[src/hdl/bpq_pkg.sv]
`default_nettype none
package bpq_pkg;

	// Fixed field widths.
	localparam int DATA_W   = 32;
	localparam int PRIO_W   = 3;
	localparam int CAP_W    = 5;
	localparam int COUNT_W  = 5;

	// Default depth of the queue and reset value of the capacity register.
	localparam int MAX_ENTRIES_DEF = 16;
	localparam logic [CAP_W-1:0] CAP_RESET = 5'd16;

	// Largest priority value that an enqueue may carry.
	localparam logic [PRIO_W-1:0] PRIO_TOP = 3'd5;

	// Data returned when no entry is removed.
	localparam logic signed [DATA_W-1:0] DATA_NONE = '1;

	typedef enum logic {
		ACT_ENQ = 1'b0,
		ACT_DEQ = 1'b1
	} action_t;

	typedef enum logic [1:0] {
		ST_OK      = 2'd0,
		ST_FULL    = 2'd1,
		ST_EMPTY   = 2'd2,
		ST_BADPRIO = 2'd3
	} status_t;

	// One stored entry.
	typedef struct packed {
		logic [PRIO_W-1:0]        prio;
		logic signed [DATA_W-1:0] data;
	} slot_t;

	// Command broadcast to every cell of the chain.
	typedef struct packed {
		logic  ins;
		logic  rem;
		slot_t new_slot;
	} cell_cmd_t;

endpackage
`default_nettype wire

[src/hdl/bpq_if.sv]
`default_nettype none

// Request channel: one queue operation per transaction.
interface bpq_req_if;
	import bpq_pkg::*;
	logic                     valid;
	logic                     ready;
	logic                     action;
	logic signed [DATA_W-1:0] data_in;
	logic [PRIO_W-1:0]        priority_in;
	modport source (output valid, action, data_in, priority_in, input ready);
	modport sink (input valid, action, data_in, priority_in, output ready);
endinterface

// Response channel: one result per request.
interface bpq_rsp_if;
	import bpq_pkg::*;
	logic                     valid;
	logic                     ready;
	logic [1:0]               status;
	logic signed [DATA_W-1:0] data_out;
	logic [COUNT_W-1:0]       entry_count;
	modport source (output valid, status, data_out, entry_count, input ready);
	modport sink (input valid, status, data_out, entry_count, output ready);
endinterface

// Capacity register write channel.
interface bpq_cfg_if;
	import bpq_pkg::*;
	logic             valid;
	logic             ready;
	logic [CAP_W-1:0] data;
	modport source (output valid, data, input ready);
	modport sink (input valid, data, output ready);
endinterface

`default_nettype wire

[src/hdl/bpq_cell.sv]
`default_nettype none
module bpq_cell
	import bpq_pkg::*;
(
	input  wire logic      clk,
	input  wire cell_cmd_t cmd,
	input  wire logic      slot_valid,
	input  wire slot_t     left_slot,
	input  wire logic      left_keep,
	input  wire slot_t     right_slot,
	output slot_t          slot,
	output logic           keep
);

	slot_t slot_q;

	// An occupied entry of equal or better priority stays ahead of a new one.
	assign keep = slot_valid && (slot_q.prio <= cmd.new_slot.prio);
	assign slot = slot_q;

	// Insert: hold, take the new entry at the boundary, or shift right.
	// Remove: shift left toward the head.
	always_ff @(posedge clk) begin
		if (cmd.ins) begin
			if (!keep) begin
				slot_q <= left_keep ? cmd.new_slot : left_slot;
			end
		end else if (cmd.rem) begin
			slot_q <= right_slot;
		end
	end

endmodule
`default_nettype wire

[src/hdl/bounded_priority_queue_top.sv]
// Bounded stable priority queue built as a sorted chain of cells.
// req carries one operation per transaction: action 0 enqueues data_in with
// priority_in (0 to 5, lower served first, equal priorities in arrival
// order), action 1 dequeues the head entry.
// rsp returns one result per request: status (ok, full, empty, bad
// priority), data_out (head data on a good dequeue, else all ones) and
// entry_count after the operation.
// cfg writes the capacity register; an enqueue reports full once the count
// reaches min(capacity, MAX_ENTRIES). Write it only while the queue is idle.
// Throughput is one request per cycle while rsp is not stalled: every cell
// compares against the new entry in parallel and the whole chain shifts in
// the cycle the request is taken. The response sits in an output register;
// a new request is taken while rsp is empty or is being taken, so a stalled
// receiver stalls req.
// Reset empties the queue and sets capacity to 16; cell contents are not
// cleared and are only read below the entry count.
`default_nettype none
module bounded_priority_queue_top
	import bpq_pkg::*;
#(
	parameter int MAX_ENTRIES = MAX_ENTRIES_DEF
) (
	input wire logic clk,
	input wire logic arst_n,
	bpq_req_if.sink   req,
	bpq_rsp_if.source rsp,
	bpq_cfg_if.sink   cfg
);

	localparam int CNT_W = $clog2(MAX_ENTRIES + 1);
	localparam int LIM_W = (CNT_W > CAP_W) ? CNT_W : CAP_W;

	logic [CNT_W-1:0]         count_q;
	logic [CAP_W-1:0]         cap_q;
	logic                     rsp_valid_q;
	status_t                  status_q;
	logic signed [DATA_W-1:0] data_out_q;
	logic [COUNT_W-1:0]       entry_count_q;

	logic             fire;
	logic             full;
	logic             bad_prio;
	logic             is_deq;
	logic             empty;
	cell_cmd_t        cmd;
	status_t          status_d;
	logic [CNT_W-1:0] count_d;

	slot_t slot_w [MAX_ENTRIES];
	logic  keep_w [MAX_ENTRIES];

	// Handshakes.
	assign cfg.ready = 1'b1;
	assign req.ready = !rsp_valid_q || rsp.ready;
	assign fire      = req.valid && req.ready;

	// Decode the request against the current count and capacity.
	assign is_deq   = (req.action == ACT_DEQ);
	assign empty    = (count_q == '0);
	assign full     = (LIM_W'(count_q) >= LIM_W'(cap_q))
	               || (count_q == CNT_W'(MAX_ENTRIES));
	assign bad_prio = (req.priority_in > PRIO_TOP);

	always_comb begin
		status_d = ST_OK;
		count_d  = count_q;
		priority if (is_deq) begin
			if (empty) begin
				status_d = ST_EMPTY;
			end else begin
				count_d = count_q - 1'b1;
			end
		end else if (full) begin
			status_d = ST_FULL;
		end else if (bad_prio) begin
			status_d = ST_BADPRIO;
		end else begin
			count_d = count_q + 1'b1;
		end
	end

	assign cmd.ins           = fire && !is_deq && (status_d == ST_OK);
	assign cmd.rem           = fire && is_deq && (status_d == ST_OK);
	assign cmd.new_slot.prio = req.priority_in;
	assign cmd.new_slot.data = req.data_in;

	// The chain of cells, head in cell 0.
	for (genvar i = 0; i < MAX_ENTRIES; i++) begin : g_cell
		slot_t lslot;
		logic  lkeep;
		slot_t rslot;

		if (i == 0) begin : g_head
			assign lslot = '0;
			assign lkeep = 1'b1;
		end else begin : g_mid
			assign lslot = slot_w[i-1];
			assign lkeep = keep_w[i-1];
		end

		if (i == MAX_ENTRIES - 1) begin : g_tail
			assign rslot = '0;
		end else begin : g_body
			assign rslot = slot_w[i+1];
		end

		bpq_cell u_cell (
			.clk        (clk),
			.cmd        (cmd),
			.slot_valid (count_q > CNT_W'(i)),
			.left_slot  (lslot),
			.left_keep  (lkeep),
			.right_slot (rslot),
			.slot       (slot_w[i]),
			.keep       (keep_w[i])
		);
	end

	// Count and capacity registers.
	always_ff @(posedge clk or negedge arst_n) begin
		if (!arst_n) begin
			count_q <= '0;
			cap_q   <= CAP_RESET;
		end else begin
			if (fire) begin
				count_q <= count_d;
			end
			if (cfg.valid && cfg.ready) begin
				cap_q <= cfg.data;
			end
		end
	end

	// Response register.
	always_ff @(posedge clk or negedge arst_n) begin
		if (!arst_n) begin
			rsp_valid_q <= 1'b0;
		end else if (fire) begin
			rsp_valid_q <= 1'b1;
		end else if (rsp.ready) begin
			rsp_valid_q <= 1'b0;
		end
	end

	always_ff @(posedge clk) begin
		if (fire) begin
			status_q      <= status_d;
			data_out_q    <= cmd.rem ? slot_w[0].data : DATA_NONE;
			entry_count_q <= COUNT_W'(count_d);
		end
	end

	assign rsp.valid       = rsp_valid_q;
	assign rsp.status      = status_q;
	assign rsp.data_out    = data_out_q;
	assign rsp.entry_count = entry_count_q;

`ifndef SYNTHESIS
	// The count never passes the depth of the chain.
	a_count_bound: assert property (@(posedge clk) disable iff (!arst_n)
		count_q <= CNT_W'(MAX_ENTRIES))
		else $error("entry count exceeds chain depth");

	// A rejected enqueue leaves the count unchanged.
	a_reject_hold: assert property (@(posedge clk) disable iff (!arst_n)
		(fire && !is_deq && (full || bad_prio)) |=> (count_q == $past(count_q)))
		else $error("rejected enqueue changed the count");

	// A dequeue from a non-empty queue reports ok and lowers the count by one.
	a_deq_ok: assert property (@(posedge clk) disable iff (!arst_n)
		(fire && is_deq && !empty) |=>
			(rsp.valid && rsp.status == ST_OK
			 && count_q == CNT_W'($past(count_q) - 1'b1)))
		else $error("dequeue result mismatch");
`endif

endmodule
`default_nettype wire
[src/flat_wrapper.sv]
// flat-port wrapper written by rule: the top's interface ports become plain ports
module bounded_priority_queue_top_flat import bpq_pkg::*;
#(
	parameter int MAX_ENTRIES = MAX_ENTRIES_DEF
)
  (clk, arst_n, req_valid, req_action, req_data_in, req_priority_in, req_ready, rsp_valid, rsp_status, rsp_data_out, rsp_entry_count, rsp_ready, cfg_valid, cfg_data, cfg_ready);
  bpq_req_if req_i ();
  bpq_rsp_if rsp_i ();
  bpq_cfg_if cfg_i ();
  input wire logic clk;
  input wire logic arst_n;
  input wire logic [$bits(req_i.valid)-1:0] req_valid;
  input wire logic [$bits(req_i.action)-1:0] req_action;
  input wire logic [$bits(req_i.data_in)-1:0] req_data_in;
  input wire logic [$bits(req_i.priority_in)-1:0] req_priority_in;
  output wire logic [$bits(req_i.ready)-1:0] req_ready;
  output wire logic [$bits(rsp_i.valid)-1:0] rsp_valid;
  output wire logic [$bits(rsp_i.status)-1:0] rsp_status;
  output wire logic [$bits(rsp_i.data_out)-1:0] rsp_data_out;
  output wire logic [$bits(rsp_i.entry_count)-1:0] rsp_entry_count;
  input wire logic [$bits(rsp_i.ready)-1:0] rsp_ready;
  input wire logic [$bits(cfg_i.valid)-1:0] cfg_valid;
  input wire logic [$bits(cfg_i.data)-1:0] cfg_data;
  output wire logic [$bits(cfg_i.ready)-1:0] cfg_ready;
  assign req_i.valid = req_valid;
  assign req_i.action = req_action;
  assign req_i.data_in = req_data_in;
  assign req_i.priority_in = req_priority_in;
  assign req_ready = req_i.ready;
  assign rsp_valid = rsp_i.valid;
  assign rsp_status = rsp_i.status;
  assign rsp_data_out = rsp_i.data_out;
  assign rsp_entry_count = rsp_i.entry_count;
  assign rsp_i.ready = rsp_ready;
  assign cfg_i.valid = cfg_valid;
  assign cfg_i.data = cfg_data;
  assign cfg_ready = cfg_i.ready;
  bounded_priority_queue_top #(.MAX_ENTRIES(MAX_ENTRIES)) u_core (.clk(clk), .arst_n(arst_n), .req(req_i), .rsp(rsp_i), .cfg(cfg_i));
endmodule
[config.mk]
export PLATFORM = sky130hd
export DESIGN_NAME = bounded_priority_queue_top_flat
export DESIGN_NICKNAME = d
export VERILOG_FILES = /design/src/hdl/bpq_pkg.sv /design/src/hdl/bpq_if.sv /design/src/hdl/bpq_cell.sv /design/src/hdl/bounded_priority_queue_top.sv /design/src/flat_wrapper.sv
export SDC_FILE = /design/constraint.sdc
export NUM_CORES = 1
export LEC_CHECK = 0
export ABC_AREA = 1
export BUFFER_PORTS_ARGS = -buffer_cell sky130_fd_sc_hd__buf_2
export CORE_ASPECT_RATIO = 0.7
export CORE_MARGIN = 2
export CORE_UTILIZATION = 51
export CTS_CLUSTER_DIAMETER = 30
export DETAILED_ROUTE_END_ITERATION = 8
export PLACE_DENSITY = 0.67
export SLEW_MARGIN = 20
export SYNTH_ARGS = -nofsm -noshare
export SYNTH_HDL_FRONTEND = slang
export SYNTH_SLANG_ARGS = --single-unit
export TNS_END_PERCENT = 50
[constraint.sdc]
create_clock -name clk -period 14.4 [get_ports clk]
set_input_delay 2.16 -clock clk [delete_from_list [all_inputs] [get_ports clk]]
set_output_delay 2.16 -clock clk [all_outputs]
set_load 0.01 [all_outputs]
== Yosys cells after proc, flatten, opt, wreduce, memory -nomap -nowiden ==
Index checks and enable logic that the tools add are counted.

* Reductions and logical operators: 45
* Shift operators: 0
* Muxes and demuxes: 73
* Divide/modulo/power cells: 0
* Equal/unequal tests: 17
* $mul: 0
* Add/subtract/negate cells: 2
* Magnitude comparators: 34
* Bitwise gates (word level): 0

{| class="wikitable"
|+ Operators with widths
! operator !! count
|-
| $mux 35 || 63
|-
| $le 3x3->1 || 16
|-
| $gt 5x4->1 const B || 8
|-
| $ne 2x2->1 const B || 16
|-
| $reduce_and 2->1 || 16
|-
| $logic_and 1x1->1 || 21
|-
| $gt 5x3->1 const B || 4
|-
| $mux 5 || 4
|-
| $gt 5x1->1 const B || 2
|-
| $gt 5x2->1 const B || 2
|-
| $mux 2 || 4
|-
| $add 5x1->5 const B || 1
|-
| $eq 5x5->1 const B || 1
|-
| $ge 5x5->1 || 1
|-
| $logic_not 5->1 || 1
|-
| $sub 5x1->5 const B || 1
|-
| $reduce_bool 2->1 || 2
|-
| $gt 3x3->1 const B || 1
|-
| $logic_not 1->1 || 2
|-
| $logic_not 2->1 || 1
|-
| $logic_or 1x1->1 || 2
|-
| $mux 1 || 2
|}

* Memories kept: 0
* Output and inout port bits: 42
* Input port bits: 46
* Latch bits: 0
* Bits in registers: 610
* Memory bits (read-only): 0
* Memory bits (writable): 0

== Longest topological paths before layout ==
* Depth in word-level cells: 8
* Gate-level depth with buffers: 16

== By module ==
A second synthesis with hierarchy kept.

* Cell total of the unflattened synthesis: 3625
* Area total of the unflattened synthesis: 33186.8 µm²

{| class="wikitable"
|+ Modules (own cells, without submodules)
! module !! area each (µm²) !! instances !! cells each !! sequential area each (µm²)
|-
| bpq_cell || 1908.1 || 16 || 208 || 1051.0
|-
| bounded_priority_queue_top || 2657.5 || 1 || 297 || 1447.6
|}

== Worst setup path before layout ==
Ideal clock, no wire load.

* Kind: in2reg
* Start point: in req_priority_in[2]
* End point: reg u_core.g_cell[5].u_cell.slot_q, in the netlist u_core.g_cell[5].u_cell.slot[0] (enable)
* Cell stages on the path: 9
* Arrival: 6.436 ns
* Setup time: 0.476 ns
* Path slack: 7.489 ns
* Buffers on the path: 2
* Path through: inv_1 > clkbuf_1 > ha_1 > nand3_1 > o21ai_0 > nand2_2 > clkinv_1 > buf_2 > o21ai_0

* Longest elaborated chain between the ends: 8
* Elaborated cells between the ends (all ways): 12
* Classes of those cells: order compare: 2; eq/ne: 1; mux: 3; reduce/logical: 6

{| class="wikitable"
|+ RTL lines
! element !! line !! source
|-
| from (decl) || flat_wrapper.sv:15 || <nowiki>input wire logic [$bits(req_i.priority_in)-1:0] req_priority_in;</nowiki>
|-
| $gt 3x3->1 || bounded_priority_queue_top.sv:62 || <nowiki>assign bad_prio = (req.priority_in > PRIO_TOP);</nowiki>
|-
| $mux 2 || bounded_priority_queue_top.sv:75 || <nowiki>end else if (bad_prio) begin</nowiki>
|-
| $mux 2 || bounded_priority_queue_top.sv:73 || <nowiki>end else if (full) begin</nowiki>
|-
| $mux 2 || bounded_priority_queue_top.sv:67 || <nowiki>priority if (is_deq) begin</nowiki>
|-
| $logic_not 2->1 || bounded_priority_queue_top.sv:82, bounded_priority_queue_top.sv:83 ||
|-
| $logic_and 1x1->1 (on tied branches) || bounded_priority_queue_top.sv:82, bounded_priority_queue_top.sv:83 ||
|-
| $ne 2x2->1 (no source line) or $reduce_bool 2->1 (tied branches) || - ||
|-
| $reduce_and 2->1 (no source line) (*) || - ||
|-
| to (signal assigned) || bpq_cell.sv:26 || <nowiki>slot_q <= left_keep ? cmd.new_slot : left_slot;</nowiki>
|-
| to (signal assigned) || bpq_cell.sv:29 || <nowiki>slot_q <= right_slot;</nowiki>
|-
| to (decl) || bpq_cell.sv:15 || <nowiki>slot_t slot_q;</nowiki>
|}

Mark *: on every way between the ends. The rest lies on a longest branch, timed or not.
A chain may end at the register's enable or synchronous reset.

== Worst setup path after layout ==
* Start point: in req_priority_in[1]
* End point: reg u_core.g_cell[7].u_cell.slot_q, in the netlist u_core.g_cell[7].u_cell.slot[32], data pin

* Longest elaborated chain between the ends: 7
* Elaborated cells between the ends (all ways): 11
* Classes of those cells: order compare: 2; mux: 6; reduce/logical: 3

{| class="wikitable"
|+ RTL lines
! element !! line !! source
|-
| $gt 3x3->1 || bounded_priority_queue_top.sv:62 ||
|-
| $mux 2 || bounded_priority_queue_top.sv:75 ||
|-
| $mux 2 || bounded_priority_queue_top.sv:73 ||
|-
| $mux 2 || bounded_priority_queue_top.sv:67 ||
|-
| $logic_not 2->1 || bounded_priority_queue_top.sv:82 || <nowiki>assign cmd.ins = fire && !is_deq && (status_d == ST_OK);</nowiki>
|-
| $logic_and 1x1->1 || bounded_priority_queue_top.sv:82 ||
|-
| $mux 35 (*) || bpq_cell.sv:24 || <nowiki>if (cmd.ins) begin</nowiki>
|-
| to (signal assigned) || bpq_cell.sv:26 ||
|-
| to (signal assigned) || bpq_cell.sv:29 ||
|-
| to (decl) || bpq_cell.sv:15 ||
|}

Mark *: on every way between the ends. The rest lies on a longest branch, timed or not. The select of a mux whose other input is x is not followed.

==> impl_metrics.env <==
export IMPL_nFillCells=5573
export IMPL_postCtsResizedCells=0
export IMPL_grt_max_degree=154
export IMPL_gp_congestion=0.853
export IMPL_grt_pass1_wl_mm=140
export IMPL_drv_cap=0
export IMPL_synth_commonest_cells="nand2_1, edfxtp_1, o21ai_0"
export IMPL_avgSynthCellArea_um2=8.43
export IMPL_internal_power_mw=5.17
export IMPL_ant_nets=0
export IMPL_fin_ws_ps=7760
export IMPL_grt_busiest_layer="met1"
export IMPL_synthTopCellsByArea="edfxtp_1, nand2_1, o21ai_0"
export IMPL_first_iter_violations=3496
export IMPL_cts_sinks=610
export IMPL_fin_tns_setup_ps=0
export IMPL_synth_area_um2=33000
export IMPL_vias=26500
export IMPL_syn_instance_count=3909
export IMPL_io_buffers=86
export IMPL_finalCritPeriodShare_pct=46.1
export IMPL_synth_seq_area_share_pct=55.4
export IMPL_start_util_pct=51.9
export IMPL_p_sw_mw=2.92
export IMPL_synth_top_area_share_pct=54.6
export IMPL_ys_ff_latch=610
export IMPL_p_clk_share_pct=35.6
export IMPL_grt_util_met3_pct=5.77
export IMPL_synth_edf_count=599
export IMPL_ios=88
export IMPL_cts_buffers=117
export IMPL_synth_top_area_cell="edfxtp_1"
export IMPL_dp_hpwl_mm=55.2
export IMPL_worstSetupPathType="primary input to register"
export IMPL_grt_usage_pct=26.4
export IMPL_cts_buffer_depth=3
export IMPL_p_sw_share_pct=36.1
export IMPL_end_kind="register"
export IMPL_grt_overflow=0
export IMPL_cp_arrival_ps=7010
export IMPL_via_per_inst=5.50
export IMPL_outcome="completed"
export IMPL_drc_errors=0
export IMPL_synth_warnings=0
export IMPL_grtUsageMet2_pct=33.9
export IMPL_grt_pass1_vias=23900
export IMPL_ir_drop_v=0.000134
export IMPL_cts_root_buffer="clkbuf_16"
export IMPL_met1_usage_pct=44.1
export IMPL_drt_wirelength_per_cell_um=18.2
export IMPL_area_growth_pct=13.6
export IMPL_setup_violations_final=0
export IMPL_ys_types=36
export IMPL_p_seq_share_pct=35.0
export IMPL_row_count=77
export IMPL_fin_crit_ps=6640
export IMPL_cts_tree="yes"
export IMPL_place_ws_ps=7140
export IMPL_clk_pin_slew_ps=50
export IMPL_fp_dieH_um=217
export IMPL_ys_dominant_reg_cell="edfxtp_1"
export IMPL_core_um2=63500
export IMPL_hold_class="register to register"
export IMPL_synth_nets=4014
export IMPL_hold_violations=0
export IMPL_htreeDepth=3
export IMPL_clk_latency_ps=670
export IMPL_power_density_nw_per_um2=216
export IMPL_slew_headroom_pct=33.5
export IMPL_hold_buffers=0
export IMPL_fp_dieW_um=308
export IMPL_fmax_ghz=0.151
export IMPL_crit_fanout=153
export IMPL_die_area_um2=66700
export IMPL_rsz0062_at_grt="false"
export IMPL_combPwrFrac_pct=29.4
export IMPL_grt_antenna_before_repair=1
export IMPL_whs_ps=505
export IMPL_required_ps=14770
export IMPL_slew_violations=0
export IMPL_synthArstFlopShare_pct=1.80
export IMPL_nNetsFinal=3998
export IMPL_tightest_slew_ps=997
export IMPL_post_cts_setup_buffers=0
export IMPL_power_static_leakage_nw=16.3
export IMPL_crit_path_start_kind="primary input"
export IMPL_finalClockSkew_ps=20.5
export IMPL_drtPass1Iterations=5
export IMPL_synth_most_common_cell="nand2_1"
export IMPL_layout_drive_gt1_share_pct=10.8
export IMPL_routed_wl_mm=87.9
-- worst max-delay path: stages --
cell and delay (ps):
buf_2 120, nand2_1 220, inv_1 170, nor2_2 250, nand2_8 500, inv_16 620, buf_4 800, buf_4 830
buf_4 890, o21ai_0 170
-- flip-flops by register name, summed over array words and instances, names as in the netlist --
name / count
u_core.g_cell.u_cell.slot: 560
u_core.rsp.data_out: 32
u_core.cap_q: 5
u_core.count_q: 5
u_core.rsp.entry_count: 5
u_core.rsp.status: 2
u_core.rsp.valid: 1
-- power by group through the flow --
stage               logic (mW)  registers [mW]  clock network (mW)
global placement          2.32            2.84                   0
global route              2.70            2.87                2.99
CTS                       2.35            2.82                2.91
floorplan                 1.77            2.78                   0
finish                    2.38            2.83                2.88
detailed placement        2.33            2.85                   0
-- final cells by class --
type	count	area (um2)	share of cell area, %
inverters	113	442	1.18
diodes	2	5.00	0.0134
clock inverters	97	1210	3.25
flip-flops and latches	610	18300	48.8
well taps	829	1040	2.77
repair buffers	133	791	2.11
clock buffers	125	2960	7.90
multi-input cells	2918	12700	34.0
-- worst paths after layout --
| kind | start | end | slack [ps] | cells after the start |
|---|---|---|---|---|
| worst max-delay path | req_priority_in[1] | u_core.g_cell[7].u_cell.slot[32] | 7760 | 10 |
| worst min-delay path | u_core.g_cell[15].u_cell.slot[16] | u_core.g_cell[14].u_cell.slot[16] | 500 | 2 |
| worst max register to register | u_core.count_q[0] | u_core.g_cell[7].u_cell.slot[32] | 8100 | 15 |
| worst min register to register | u_core.g_cell[15].u_cell.slot[16] | u_core.g_cell[14].u_cell.slot[16] | 500 | 2 |
| max in group asynchronous | arst_n | u_core.cap_q[4] | 12760 | 1 |
| min in group asynchronous | arst_n | u_core.cap_q[2] | 1370 | 1 |
-- cells in the final DEF (no fill, tap or decap), types with 4 or more instances in the layout --
cell type   count
buf_4          45
bufinv_16      23
nand3_1        60
clkinvlp_4     19
clkinv_8        4
buf_2          86
inv_2           4
a21o_1          7
a21oi_1        15
ha_1           59
clkinv_2       24
clkinv_4       10
xor2_1          4
o21ai_1         4
clkbuf_1        8
edfxtp_1      599
nor2_1         14
or2_2          32
clkinv_1       12
inv_1         106
clkbuf_16     117
o21ai_0       556
a21oi_2        30
nand2_1      2099
dfrtp_1        10
nand2_2        14
inv_6           6
-- cells by family (layout without fill, tap and decap cells) --
logic type / count (synthesis) / after routing / synth area share (%)
flip-flops: 610 / 610 / 55.4
XOR/XNOR: 4 / 4 / 0.106
buffers and inverters: 381 / 468 / 6.26
multiplexers: 1 / 1 / 0.0342
adder cells (fa/ha/maj): 59 / 59 / 2.24
AO/OA/AOI/OAI: 621 / 621 / 9.90
AND/OR/NAND/NOR: 2232 / 2232 / 26.0
other: 1 / 3 / 0.0114
-- per-stage QoR --
step | total power [mW] | cells | cell area [um2] | util [%]
2_1_floorplan | 4.55 | 3909 | 33000 | -
5_1_grt | 8.56 | 4825 | 37400 | 58.9
6_report | 8.09 | 4827 | 37400 | 59.0
3_3_place_gp | 5.15 | 4603 | 33200 | 52.4
4_1_cts | 8.08 | 4825 | 37400 | 58.9
3_5_place_dp | 5.18 | 4603 | 33200 | 52.4
-- per-layer routing --
metal | share of wire (%) | vias to the layer above
met4 | 1.5 | 2
met3 | 11 | 98
met1 | 50 | 12300
met5 | 0.014 | -
met2 | 38 | 1325
li1 | - | 12800
Note: power is estimated with default switching activity, not from simulation.
